==> config.mk <==
export PLATFORM = sky130hd
export DESIGN_NAME = feedback_queue_dispatcher
export DESIGN_NICKNAME = d
export VERILOG_FILES = /design/src/rtl/fqd_pkg.sv /design/src/rtl/fqd_datapath.sv /design/src/rtl/fqd_ctrl.sv /design/src/rtl/feedback_queue_dispatcher.sv
export VERILOG_INCLUDE_DIRS = /design/src /design/src/rtl
export SDC_FILE = /design/constraint.sdc
export NUM_CORES = 2
export LEC_CHECK = 0
export BUFFER_PORTS_ARGS = -buffer_cell sky130_fd_sc_hd__buf_2
export CORE_ASPECT_RATIO = 0.9
export CORE_MARGIN = 8
export CORE_UTILIZATION = 45
export DETAILED_ROUTE_END_ITERATION = 16
export PLACE_DENSITY = 0.62
export SLEW_MARGIN = 20
export SYNTH_ARGS = -nofsm -noshare
export SYNTH_HDL_FRONTEND = slang
export SYNTH_SLANG_ARGS = --single-unit
==> constraint.sdc <==
create_clock -name i_clk -period 7.6 [get_ports i_clk]
set_clock_uncertainty 0.2 [all_clocks]
set_input_delay 2.28 -clock i_clk [delete_from_list [all_inputs] [get_ports i_clk]]
set_output_delay 2.28 -clock i_clk [all_outputs]
set_load 0.02 [all_outputs]
==> src/rtl/feedback_queue_dispatcher_defines.svh <==
// assertion macros shared by the feedback queue dispatcher rtl
// every macro samples on i_clk and is disabled while i_rst_n is low
`ifndef FEEDBACK_QUEUE_DISPATCHER_DEFINES_SVH
`define FEEDBACK_QUEUE_DISPATCHER_DEFINES_SVH

// condition holds at every edge out of reset
`define FQD_ASSERT_ALWAYS(label, cond, msg) \
    label: assert property (@(posedge i_clk) disable iff (!i_rst_n) (cond)) else $error(msg);

// consequent holds in the same cycle as the antecedent
`define FQD_ASSERT_IMPL(label, ante, cons, msg) \
    label: assert property (@(posedge i_clk) disable iff (!i_rst_n) (ante) |-> (cons)) \
        else $error(msg);

// consequent holds in the cycle after the antecedent
`define FQD_ASSERT_NEXT(label, ante, cons, msg) \
    label: assert property (@(posedge i_clk) disable iff (!i_rst_n) (ante) |=> (cons)) \
        else $error(msg);

`endif

==> src/rtl/fqd_pkg.sv <==
// shared types and constants of the feedback queue dispatcher
// no dependencies; used by the controller, datapath and top level
package fqd_pkg;

    localparam int NUM_LEVELS      = 4;
    localparam int LVL_W           = 2;
    localparam int ID_W            = 8;
    localparam int TIME_W          = 16;
    localparam int CLK_W           = 32;
    localparam int ENTRY_W         = ID_W + TIME_W;
    localparam int DEF_QUEUE_DEPTH = 16;

    localparam logic [LVL_W-1:0] TOP_LEVEL = 2'd3;
    localparam logic [LVL_W-1:0] SYS_LEVEL = 2'd0;

    localparam logic REQ_SUBMIT = 1'b0;
    localparam logic REQ_TICK   = 1'b1;

    typedef enum logic [2:0] {
        ACT_ACCEPT   = 3'd0,
        ACT_REJECT   = 3'd1,
        ACT_IDLE     = 3'd2,
        ACT_DISPATCH = 3'd3,
        ACT_CONTINUE = 3'd4,
        ACT_PREEMPT  = 3'd5,
        ACT_FINISH   = 3'd6,
        ACT_SYSDONE  = 3'd7
    } t_action;

    typedef struct packed {
        logic              req_type;
        logic [ID_W-1:0]   job_id;
        logic [LVL_W-1:0]  job_level;
        logic [TIME_W-1:0] run_time;
    } t_in_req;

    typedef struct packed {
        t_action           action;
        logic [ID_W-1:0]   out_job_id;
        logic [LVL_W-1:0]  out_level;
        logic [TIME_W-1:0] remaining_time;
        logic [CLK_W-1:0]  current_time;
    } t_out_rsp;

    // controller to datapath
    typedef struct packed {
        logic load;
        logic exec;
        logic read_head;
        logic pop;
    } t_dp_cmd;

    // datapath to controller
    typedef struct packed {
        logic is_tick;
        logic run_valid;
        logic any_waiting;
        logic out_free;
    } t_dp_status;

endpackage

==> src/rtl/fqd_datapath.sv <==
// datapath of the feedback queue dispatcher: level queues, running job, time, result register
// depends on fqd_pkg and feedback_queue_dispatcher_defines.svh
`include "feedback_queue_dispatcher_defines.svh"

module fqd_datapath import fqd_pkg::*; #(
    parameter int QUEUE_DEPTH = DEF_QUEUE_DEPTH
) (
    input  logic       i_clk,
    input  logic       i_rst_n,
    input  t_in_req    i_in_req,
    input  t_dp_cmd    i_cmd,
    input  logic       i_out_stall,
    output t_dp_status o_status,
    output logic       o_out_valid,
    output t_out_rsp   o_out_rsp
);

    localparam int PTR_W     = $clog2(QUEUE_DEPTH);
    localparam int CNT_W     = $clog2(QUEUE_DEPTH + 1);
    localparam int ADDR_W    = LVL_W + PTR_W;
    localparam int MEM_DEPTH = NUM_LEVELS * (1 << PTR_W);

    localparam logic [CNT_W-1:0] FULL_CNT = CNT_W'(QUEUE_DEPTH);
    localparam logic [PTR_W-1:0] LAST_PTR = PTR_W'(QUEUE_DEPTH - 1);

    function automatic logic [PTR_W-1:0] ptr_inc(input logic [PTR_W-1:0] ptr);
        ptr_inc = (ptr == LAST_PTR) ? '0 : ptr + 1'b1;
    endfunction

    t_in_req            r_req;
    logic [ENTRY_W-1:0] r_mem [MEM_DEPTH];
    logic [ENTRY_W-1:0] r_rd_data;
    logic [PTR_W-1:0]   r_head  [NUM_LEVELS];
    logic [PTR_W-1:0]   r_tail  [NUM_LEVELS];
    logic [CNT_W-1:0]   r_count [NUM_LEVELS];
    logic               r_run_valid;
    logic [ID_W-1:0]    r_run_id;
    logic [LVL_W-1:0]   r_run_lvl;
    logic [TIME_W-1:0]  r_run_rem;
    logic [CLK_W-1:0]   r_time;
    logic [LVL_W-1:0]   r_pop_lvl;
    logic               r_out_valid;
    t_out_rsp           r_out;

    logic               any_waiting;
    logic [LVL_W-1:0]   sel_lvl;
    logic               out_free;

    logic               w_push;
    logic [LVL_W-1:0]   w_push_lvl;
    logic [ENTRY_W-1:0] w_push_entry;
    t_out_rsp           w_rsp;
    logic               n_run_valid;
    logic [TIME_W-1:0]  n_run_rem;
    logic [TIME_W-1:0]  rem_dec;
    logic [LVL_W-1:0]   demote_lvl;

    logic [ID_W-1:0]    pop_id;
    logic [TIME_W-1:0]  pop_t;
    t_out_rsp           p_rsp;

    logic               count_ok;

    // occupancy and highest non-empty level (level 0 wins)
    always_comb begin
        any_waiting = 1'b0;
        sel_lvl     = SYS_LEVEL;
        for (int i = NUM_LEVELS - 1; i >= 0; i--) begin
            if (r_count[i] != '0) begin
                any_waiting = 1'b1;
                sel_lvl     = LVL_W'(i);
            end
        end
    end

    assign out_free   = !r_out_valid || !i_out_stall;
    assign rem_dec    = r_run_rem - 1'b1;
    assign demote_lvl = (r_run_lvl == TOP_LEVEL) ? TOP_LEVEL : r_run_lvl + 1'b1;

    // submit, tick with a running job, or idle tick
    always_comb begin
        w_push                = 1'b0;
        w_push_lvl            = r_req.job_level;
        w_push_entry          = {r_req.job_id, r_req.run_time};
        n_run_valid           = r_run_valid;
        n_run_rem             = r_run_rem;
        w_rsp.action          = ACT_IDLE;
        w_rsp.out_job_id      = '0;
        w_rsp.out_level       = '0;
        w_rsp.remaining_time  = '0;
        w_rsp.current_time    = r_time;
        if (r_req.req_type == REQ_SUBMIT) begin
            w_rsp.out_job_id     = r_req.job_id;
            w_rsp.out_level      = r_req.job_level;
            w_rsp.remaining_time = r_req.run_time;
            if (r_count[r_req.job_level] != FULL_CNT) begin
                w_push       = 1'b1;
                w_rsp.action = ACT_ACCEPT;
            end else begin
                w_rsp.action = ACT_REJECT;
            end
        end else if (r_run_valid) begin
            w_rsp.out_job_id = r_run_id;
            w_rsp.out_level  = r_run_lvl;
            if (r_run_rem <= TIME_W'(1)) begin
                n_run_valid  = 1'b0;
                n_run_rem    = '0;
                w_rsp.action = ACT_FINISH;
            end else begin
                n_run_rem            = rem_dec;
                w_rsp.remaining_time = rem_dec;
                w_rsp.action         = ACT_CONTINUE;
                // demote only when the lower queue has room
                if (any_waiting && (r_count[demote_lvl] != FULL_CNT)) begin
                    w_push          = 1'b1;
                    w_push_lvl      = demote_lvl;
                    w_push_entry    = {r_run_id, rem_dec};
                    n_run_valid     = 1'b0;
                    w_rsp.action    = ACT_PREEMPT;
                    w_rsp.out_level = demote_lvl;
                end
            end
        end else begin
            w_rsp.current_time = r_time + 1'b1;
        end
    end

    // dispatch of the queue head registered by the earlier head read
    assign pop_id = r_rd_data[ENTRY_W-1:TIME_W];
    assign pop_t  = r_rd_data[TIME_W-1:0];

    always_comb begin
        p_rsp.out_job_id = pop_id;
        if (r_pop_lvl == SYS_LEVEL) begin
            p_rsp.action         = ACT_SYSDONE;
            p_rsp.out_level      = SYS_LEVEL;
            p_rsp.remaining_time = '0;
            p_rsp.current_time   = r_time + CLK_W'(pop_t);
        end else begin
            p_rsp.action         = ACT_DISPATCH;
            p_rsp.out_level      = r_pop_lvl;
            p_rsp.remaining_time = pop_t;
            p_rsp.current_time   = r_time + 1'b1;
        end
    end

    // queue storage, one write and one registered read
    always_ff @(posedge i_clk) begin
        if (i_cmd.exec && w_push) begin
            r_mem[{w_push_lvl, r_tail[w_push_lvl]}] <= w_push_entry;
        end
        if (i_cmd.read_head) begin
            r_rd_data <= r_mem[ADDR_W'({sel_lvl, r_head[sel_lvl]})];
        end
    end

    // payload registers
    always_ff @(posedge i_clk) begin
        if (i_cmd.load) begin
            r_req <= i_in_req;
        end
        if (i_cmd.read_head) begin
            r_pop_lvl <= sel_lvl;
        end
        if (i_cmd.exec) begin
            r_out <= w_rsp;
        end else if (i_cmd.pop) begin
            r_out <= p_rsp;
        end
    end

    always_ff @(posedge i_clk) begin
        if (!i_rst_n) begin
            for (int i = 0; i < NUM_LEVELS; i++) begin
                r_head[i]  <= '0;
                r_tail[i]  <= '0;
                r_count[i] <= '0;
            end
            r_run_valid <= 1'b0;
            r_run_id    <= '0;
            r_run_lvl   <= '0;
            r_run_rem   <= '0;
            r_time      <= '0;
            r_out_valid <= 1'b0;
        end else begin
            if (i_cmd.exec) begin
                if (w_push) begin
                    r_tail[w_push_lvl]  <= ptr_inc(r_tail[w_push_lvl]);
                    r_count[w_push_lvl] <= r_count[w_push_lvl] + 1'b1;
                end
                r_run_valid <= n_run_valid;
                r_run_rem   <= n_run_rem;
                r_time      <= w_rsp.current_time;
            end
            if (i_cmd.pop) begin
                r_head[r_pop_lvl]  <= ptr_inc(r_head[r_pop_lvl]);
                r_count[r_pop_lvl] <= r_count[r_pop_lvl] - 1'b1;
                r_time             <= p_rsp.current_time;
                if (r_pop_lvl != SYS_LEVEL) begin
                    r_run_valid <= 1'b1;
                    r_run_id    <= pop_id;
                    r_run_lvl   <= r_pop_lvl;
                    r_run_rem   <= pop_t;
                end
            end
            if (i_cmd.exec || i_cmd.pop) begin
                r_out_valid <= 1'b1;
            end else if (!i_out_stall) begin
                r_out_valid <= 1'b0;
            end
        end
    end

    assign o_status.is_tick     = (r_req.req_type == REQ_TICK);
    assign o_status.run_valid   = r_run_valid;
    assign o_status.any_waiting = any_waiting;
    assign o_status.out_free    = out_free;
    assign o_out_valid          = r_out_valid;
    assign o_out_rsp            = r_out;

    // every level's count within the queue depth
    always_comb begin
        count_ok = 1'b1;
        for (int i = 0; i < NUM_LEVELS; i++) begin
            if (r_count[i] > FULL_CNT) begin
                count_ok = 1'b0;
            end
        end
    end

    `FQD_ASSERT_ALWAYS(a_count_bound, count_ok, "queue count beyond depth")
    `FQD_ASSERT_IMPL(a_pop_nonempty, i_cmd.pop, r_count[r_pop_lvl] != '0, "pop from empty queue")
    `FQD_ASSERT_IMPL(a_no_overwrite, i_cmd.exec || i_cmd.pop, out_free, "result overwritten")
    `FQD_ASSERT_IMPL(a_read_when_free, i_cmd.read_head, !r_run_valid && any_waiting, "bad head read")
    `FQD_ASSERT_NEXT(a_dispatch_runs, i_cmd.pop && (r_pop_lvl != SYS_LEVEL), r_run_valid, "dispatch lost")

endmodule

==> src/rtl/fqd_ctrl.sv <==
// controller of the feedback queue dispatcher: sequences load, execute and queue pop
// depends on fqd_pkg
module fqd_ctrl import fqd_pkg::*; (
    input  logic       i_clk,
    input  logic       i_rst_n,
    input  logic       i_in_valid,
    input  t_dp_status i_status,
    output t_dp_cmd    o_cmd,
    output logic       o_in_stall
);

    typedef enum logic [1:0] {
        S_IDLE,
        S_EXEC,
        S_POP
    } t_state;

    t_state r_state;
    t_state n_state;

    always_comb begin
        n_state = r_state;
        o_cmd   = '0;
        unique case (r_state)
            S_IDLE: begin
                if (i_in_valid) begin
                    o_cmd.load = 1'b1;
                    n_state    = S_EXEC;
                end
            end
            S_EXEC: begin
                // dispatch needs the head entry first
                if (i_status.is_tick && !i_status.run_valid && i_status.any_waiting) begin
                    o_cmd.read_head = 1'b1;
                    n_state         = S_POP;
                end else if (i_status.out_free) begin
                    o_cmd.exec = 1'b1;
                    n_state    = S_IDLE;
                end
            end
            S_POP: begin
                if (i_status.out_free) begin
                    o_cmd.pop = 1'b1;
                    n_state   = S_IDLE;
                end
            end
            default: begin
                n_state = S_IDLE;
            end
        endcase
    end

    always_ff @(posedge i_clk) begin
        if (!i_rst_n) begin
            r_state <= S_IDLE;
        end else begin
            r_state <= n_state;
        end
    end

    assign o_in_stall = (r_state != S_IDLE);

endmodule

==> src/rtl/feedback_queue_dispatcher.sv <==
// top level of the four-level feedback queue dispatcher
// depends on fqd_pkg, fqd_ctrl and fqd_datapath
//
// Each request is either a job submit or one scheduler tick, and gives exactly
// one result. A submit puts {id, run time} at the tail of its level's queue,
// or is rejected if that queue holds QUEUE_DEPTH jobs. A tick counts down the
// running job; when it runs out the job finishes, otherwise if anything waits
// it is preempted and requeued one level lower (level 3 stays at 3), unless
// that queue is full, in which case it simply continues. With nothing running
// a tick pops the head of the highest non-empty level: a level 0 job completes
// at once and advances the time counter by its run time, any other job starts
// running and the counter advances by one; an empty tick also advances by one.
// A request is captured in S_IDLE and executed in S_EXEC. A tick that
// dispatches from a queue instead does a registered read of the queue
// memory head in S_EXEC and pops it in S_POP. The result sits in an
// output register, so the next request is taken while it waits; a stalled
// output only holds the block once the following result is ready to go.
// Queue memory is not cleared after reset: counts guard every read.
module feedback_queue_dispatcher import fqd_pkg::*; #(
    parameter int QUEUE_DEPTH = DEF_QUEUE_DEPTH
) (
    input  logic     i_clk,
    input  logic     i_rst_n,
    // request channel
    input  logic     i_in_valid,
    output logic     o_in_stall,
    input  t_in_req  i_in_req,
    // result channel
    output logic     o_out_valid,
    input  logic     i_out_stall,
    output t_out_rsp o_out_rsp
);

    t_dp_cmd    cmd;
    t_dp_status status;

    // sequencing of each request
    fqd_ctrl u_ctrl (
        .i_clk      (i_clk),
        .i_rst_n    (i_rst_n),
        .i_in_valid (i_in_valid),
        .i_status   (status),
        .o_cmd      (cmd),
        .o_in_stall (o_in_stall)
    );

    // queues, running job, time counter and result register
    fqd_datapath #(
        .QUEUE_DEPTH (QUEUE_DEPTH)
    ) u_datapath (
        .i_clk       (i_clk),
        .i_rst_n     (i_rst_n),
        .i_in_req    (i_in_req),
        .i_cmd       (cmd),
        .i_out_stall (i_out_stall),
        .o_status    (status),
        .o_out_valid (o_out_valid),
        .o_out_rsp   (o_out_rsp)
    );

endmodule

==> results.toml <==
[setup_path]
critPathKind = "flip-flop to flip-flop"
crit_family = "simple AND/OR/NAND/NOR gates"
critical_path.startpoint = "u_datapath.r_count[0][3]"
cp_slowest_cell = "buf_4"
r2r_setup_slack_ns = 1.58
arrival_ns = 6.36
r2r_start = "u_datapath.r_count[0][3]"
cp_num_buf_inv = 2
worstSetupEndpointType = "flip-flop"
startpoint_type = "flip-flop"
required_ns = 7.94
max_stage_delay_ns = 0.83
crit_fanout = 113
worstPathCellList = "or4_1 -> nor4_2 -> nand2b_1 -> inv_2 -> mux2i_1 -> mux2_8 -> buf_4 -> a31oi_1 -> a22o_1 -> nor3_1 -> o221ai_1"

[yosys]
synthCells = 5827
synthAdderAreaFrac_pct = 0.420
synth-simple-area-share_pct = 16.9
muxShareOfSynthArea_pct = 1.09
synth_top_family_by_area = "simple AND/OR/NAND/NOR gates"
syn_area_mm2 = 0.0732
synth_nets = 5882
yosys_warnings = 0
ys_seq_area_share_pct = 71.6
avgSynthCellArea_um2 = 12.6
synth_xor_area_share_pct = 0.957
ys_ff_latch = 1768
synth_cell_types = 81
synth_ff_type = "edfxtp_1"
synth-compound-area-share_pct = 6.54
synth-async-reset-ratio_pct = 0
synth_edf_count = 1702

[job]
cap_violations = 0

[routing]
wl_per_cell_um = 25.3
viasPerCell = 5.89
wirelength_um = 207000
firstDrtPassIters = 8
drt_iter0_drc = 6117
route.detailed.drc = 0
ant_nets = 0
vias = 48200

[die]
rows = 140
dieArea_mm2 = 0.176
ios = 94
initial_core_util_pct = 45.3
core-area_mm2 = 0.162
die_h_um = 399
die_w_um = 441

[pwr]
p_sw_share_pct = 23.4
p_per_area_mw_per_mm2 = 255
p_int_mw = 16.1
pwr-share-comb_pct = 6.9
finalPower_mw = 21.0
peakVddDrop_v = 0.000227
leakage_nw = 28.1
pwr-share-clk_pct = 41.6
power.switching_mw = 4.92
seq_power_share_pct = 51.5

[clock_tree]
path_clk_slew_ns = 0.06
insertion_delay_ns = 0.81
cts_resized = 0
cts_tree = "done"
cts.path.max_buffers = 3
htree_levels = 4
cts_made_buffers = 177
cts-root-buf = "clkbuf_16"
cts_sinks = 1768
postCtsSetupBuffers = 0
cts_hold_buffers = 0

[place]
finalWeightedCongestion = 0.873
dp_hpwl_um = 119000
portBuffers = 93

[timing]
fin_crit_ns = 6.02
fmax_ghz = 0.166
hold_viol = 0
tns_ns = 0
finalCritPeriodShare_pct = 79.2
slew-limit-headroom_pct = 27.1
drv_slew = 0
worst_slew_pin_slew_ns = 1.09
finalHoldWorstSlack_ns = 0.275
rsz0062_at_grt = "no"
setup_viol = 0

[run_status]
status = "completed"

[hold_path]
hold_path.class = "flip-flop to flip-flop"
min-delay-start = "u_datapath.r_run_id[4]"

[finish]
drive_above_1_share_pct = 10.9
area_delta_synth_final_pct = 12.6
fin_nets = 5945

[global_routing]
grt_max_degree = 122
antenna_found_initial = 4
grt-ovfl-total = 0
grt_pass1_wl_um = 302000
grt_pass1_vias = 45400
track_usage_pct = 22.8
[state kept, by name, indices dropped and copies added (netlist names), 16 cells and up, named ones only]
register              cells
u_datapath.r_tail        16
u_datapath.r_time        32
u_datapath.r_run_rem     16
u_datapath.o_out_rsp     61
u_datapath.r_head        16
u_datapath.r_rd_data     24
u_datapath.r_req         26
u_datapath.r_count       20
u_datapath.r_mem       1536
[kinds of logic (layout without fill, tap and decap cells)]
family,count (synthesis),in the layout
AO/OA/AOI/OAI,670,670
flip-flops,1768,1768
buffers and inverters,419,628
XOR/XNOR,80,80
adder cells (fa/ha/maj),24,24
other,0,8
AND/OR/NAND/NOR,2803,2803
multiplexers,63,63
[cell usage in the layout (no fill, tap or decap), types with 27 or more instances in the layout]
cell / count
a311oi_1: 48
nand2_1: 1527
mux2i_1: 41
a221oi_1: 27
nor2_2: 68
a31oi_1: 124
nand3_1: 662
clkinv_1: 49
buf_2: 93
clkbuf_1: 35
clkbuf_16: 178
and2_0: 33
nor3_1: 49
edfxtp_1: 1702
nand4_1: 55
xnor2_1: 39
dfxtp_1: 66
and2_1: 70
nor2_1: 136
buf_4: 157
and3_1: 93
a211oi_1: 111
inv_1: 34
o21ai_0: 71
xor2_1: 41
a21oi_1: 83
[power groups by stage]
stage | combinational [mW] | sequential [mW] | clock, mW
finish | 1.45 | 10.8 | 8.73
global route | 1.54 | 10.8 | 9.25
CTS | 1.43 | 10.8 | 8.88
detailed placement | 1.43 | 11.0 | 0
global placement | 1.41 | 11.0 | 0
floorplan | 0.821 | 11.0 | 0
[through the flow]
step	std cells	setup WS (ns)	cell area, µm²	util, %
after global routing	8166	1.42	82400	51.0
after detailed placement	7840	1.58	76600	47.4
after global placement	7840	1.68	76600	47.4
after floorplan	5827	2.33	73200	-
after CTS	8165	1.66	82400	51.0
final	8174	1.58	82400	51.0
[path summary, 6_finish.rpt]
path,end,cells past startpoint
max,u_datapath.r_rd_data[6],11
min reg2reg,u_datapath.r_run_id[4],2
min,u_datapath.r_run_id[4],2
max reg2reg,u_datapath.r_rd_data[6],11
[cells in the mapped netlist (12+ instances only)]
cell,instances,area (µm²)
a32o_1,25,250
mux4_2,12,270
o221ai_1,24,210
xor2_1,41,359
mux2i_1,42,420
dfxtp_1,66,1320
a211oi_1,111,833
a221oi_1,27,236
a31oi_1,125,782
inv_1,35,131
and3_1,93,582
nor2_1,206,773
buf_1,23,86.3
or3_1,18,113
a311oi_1,48,420
clkbuf_1,211,792
nand2b_1,20,125
nand2_1,1535,5760
buf_2,126,631
nand3_1,662,3310
xnor2_1,39,342
a221o_1,24,240
ha_1,23,288
a22o_1,24,210
o21ai_0,87,435
a22oi_1,25,188
nor4_1,21,131
nand4_1,55,344
edfxtp_1,1702,51100
and2_0,33,206
and2_1,71,444
a21oi_1,84,420
nor3_1,50,250
[tightest hold or removal path, delay by kind of cell (launching register included)]
family,cells,cell delay (ns)
flops,1,0.32
simple gates,1,0.05
compound gates,1,0.05
[metal layers]
layer / vias to the layer above / share of wire, % / global-route usage, %
met5: - / 0 / 0
met4: 0 / 3.3 / 7.38
met3: 341 / 8.9 / 4.58
met2: 2158 / 45 / 34.8
met1: 24100 / 43 / 33.0
li1: 21600 / - / -
[final cells by class]
cell class	count	area, µm²
diodes	8	20.0
clock buffers	214	4600
clock inverters	111	1210
fillers	13600	79200
inverters	39	149
multi-input cells	3640	19400
flip-flops and latches	1768	52400
well taps	2130	2670
repair buffers	264	1930
Power figures use the tool's default switching activity.
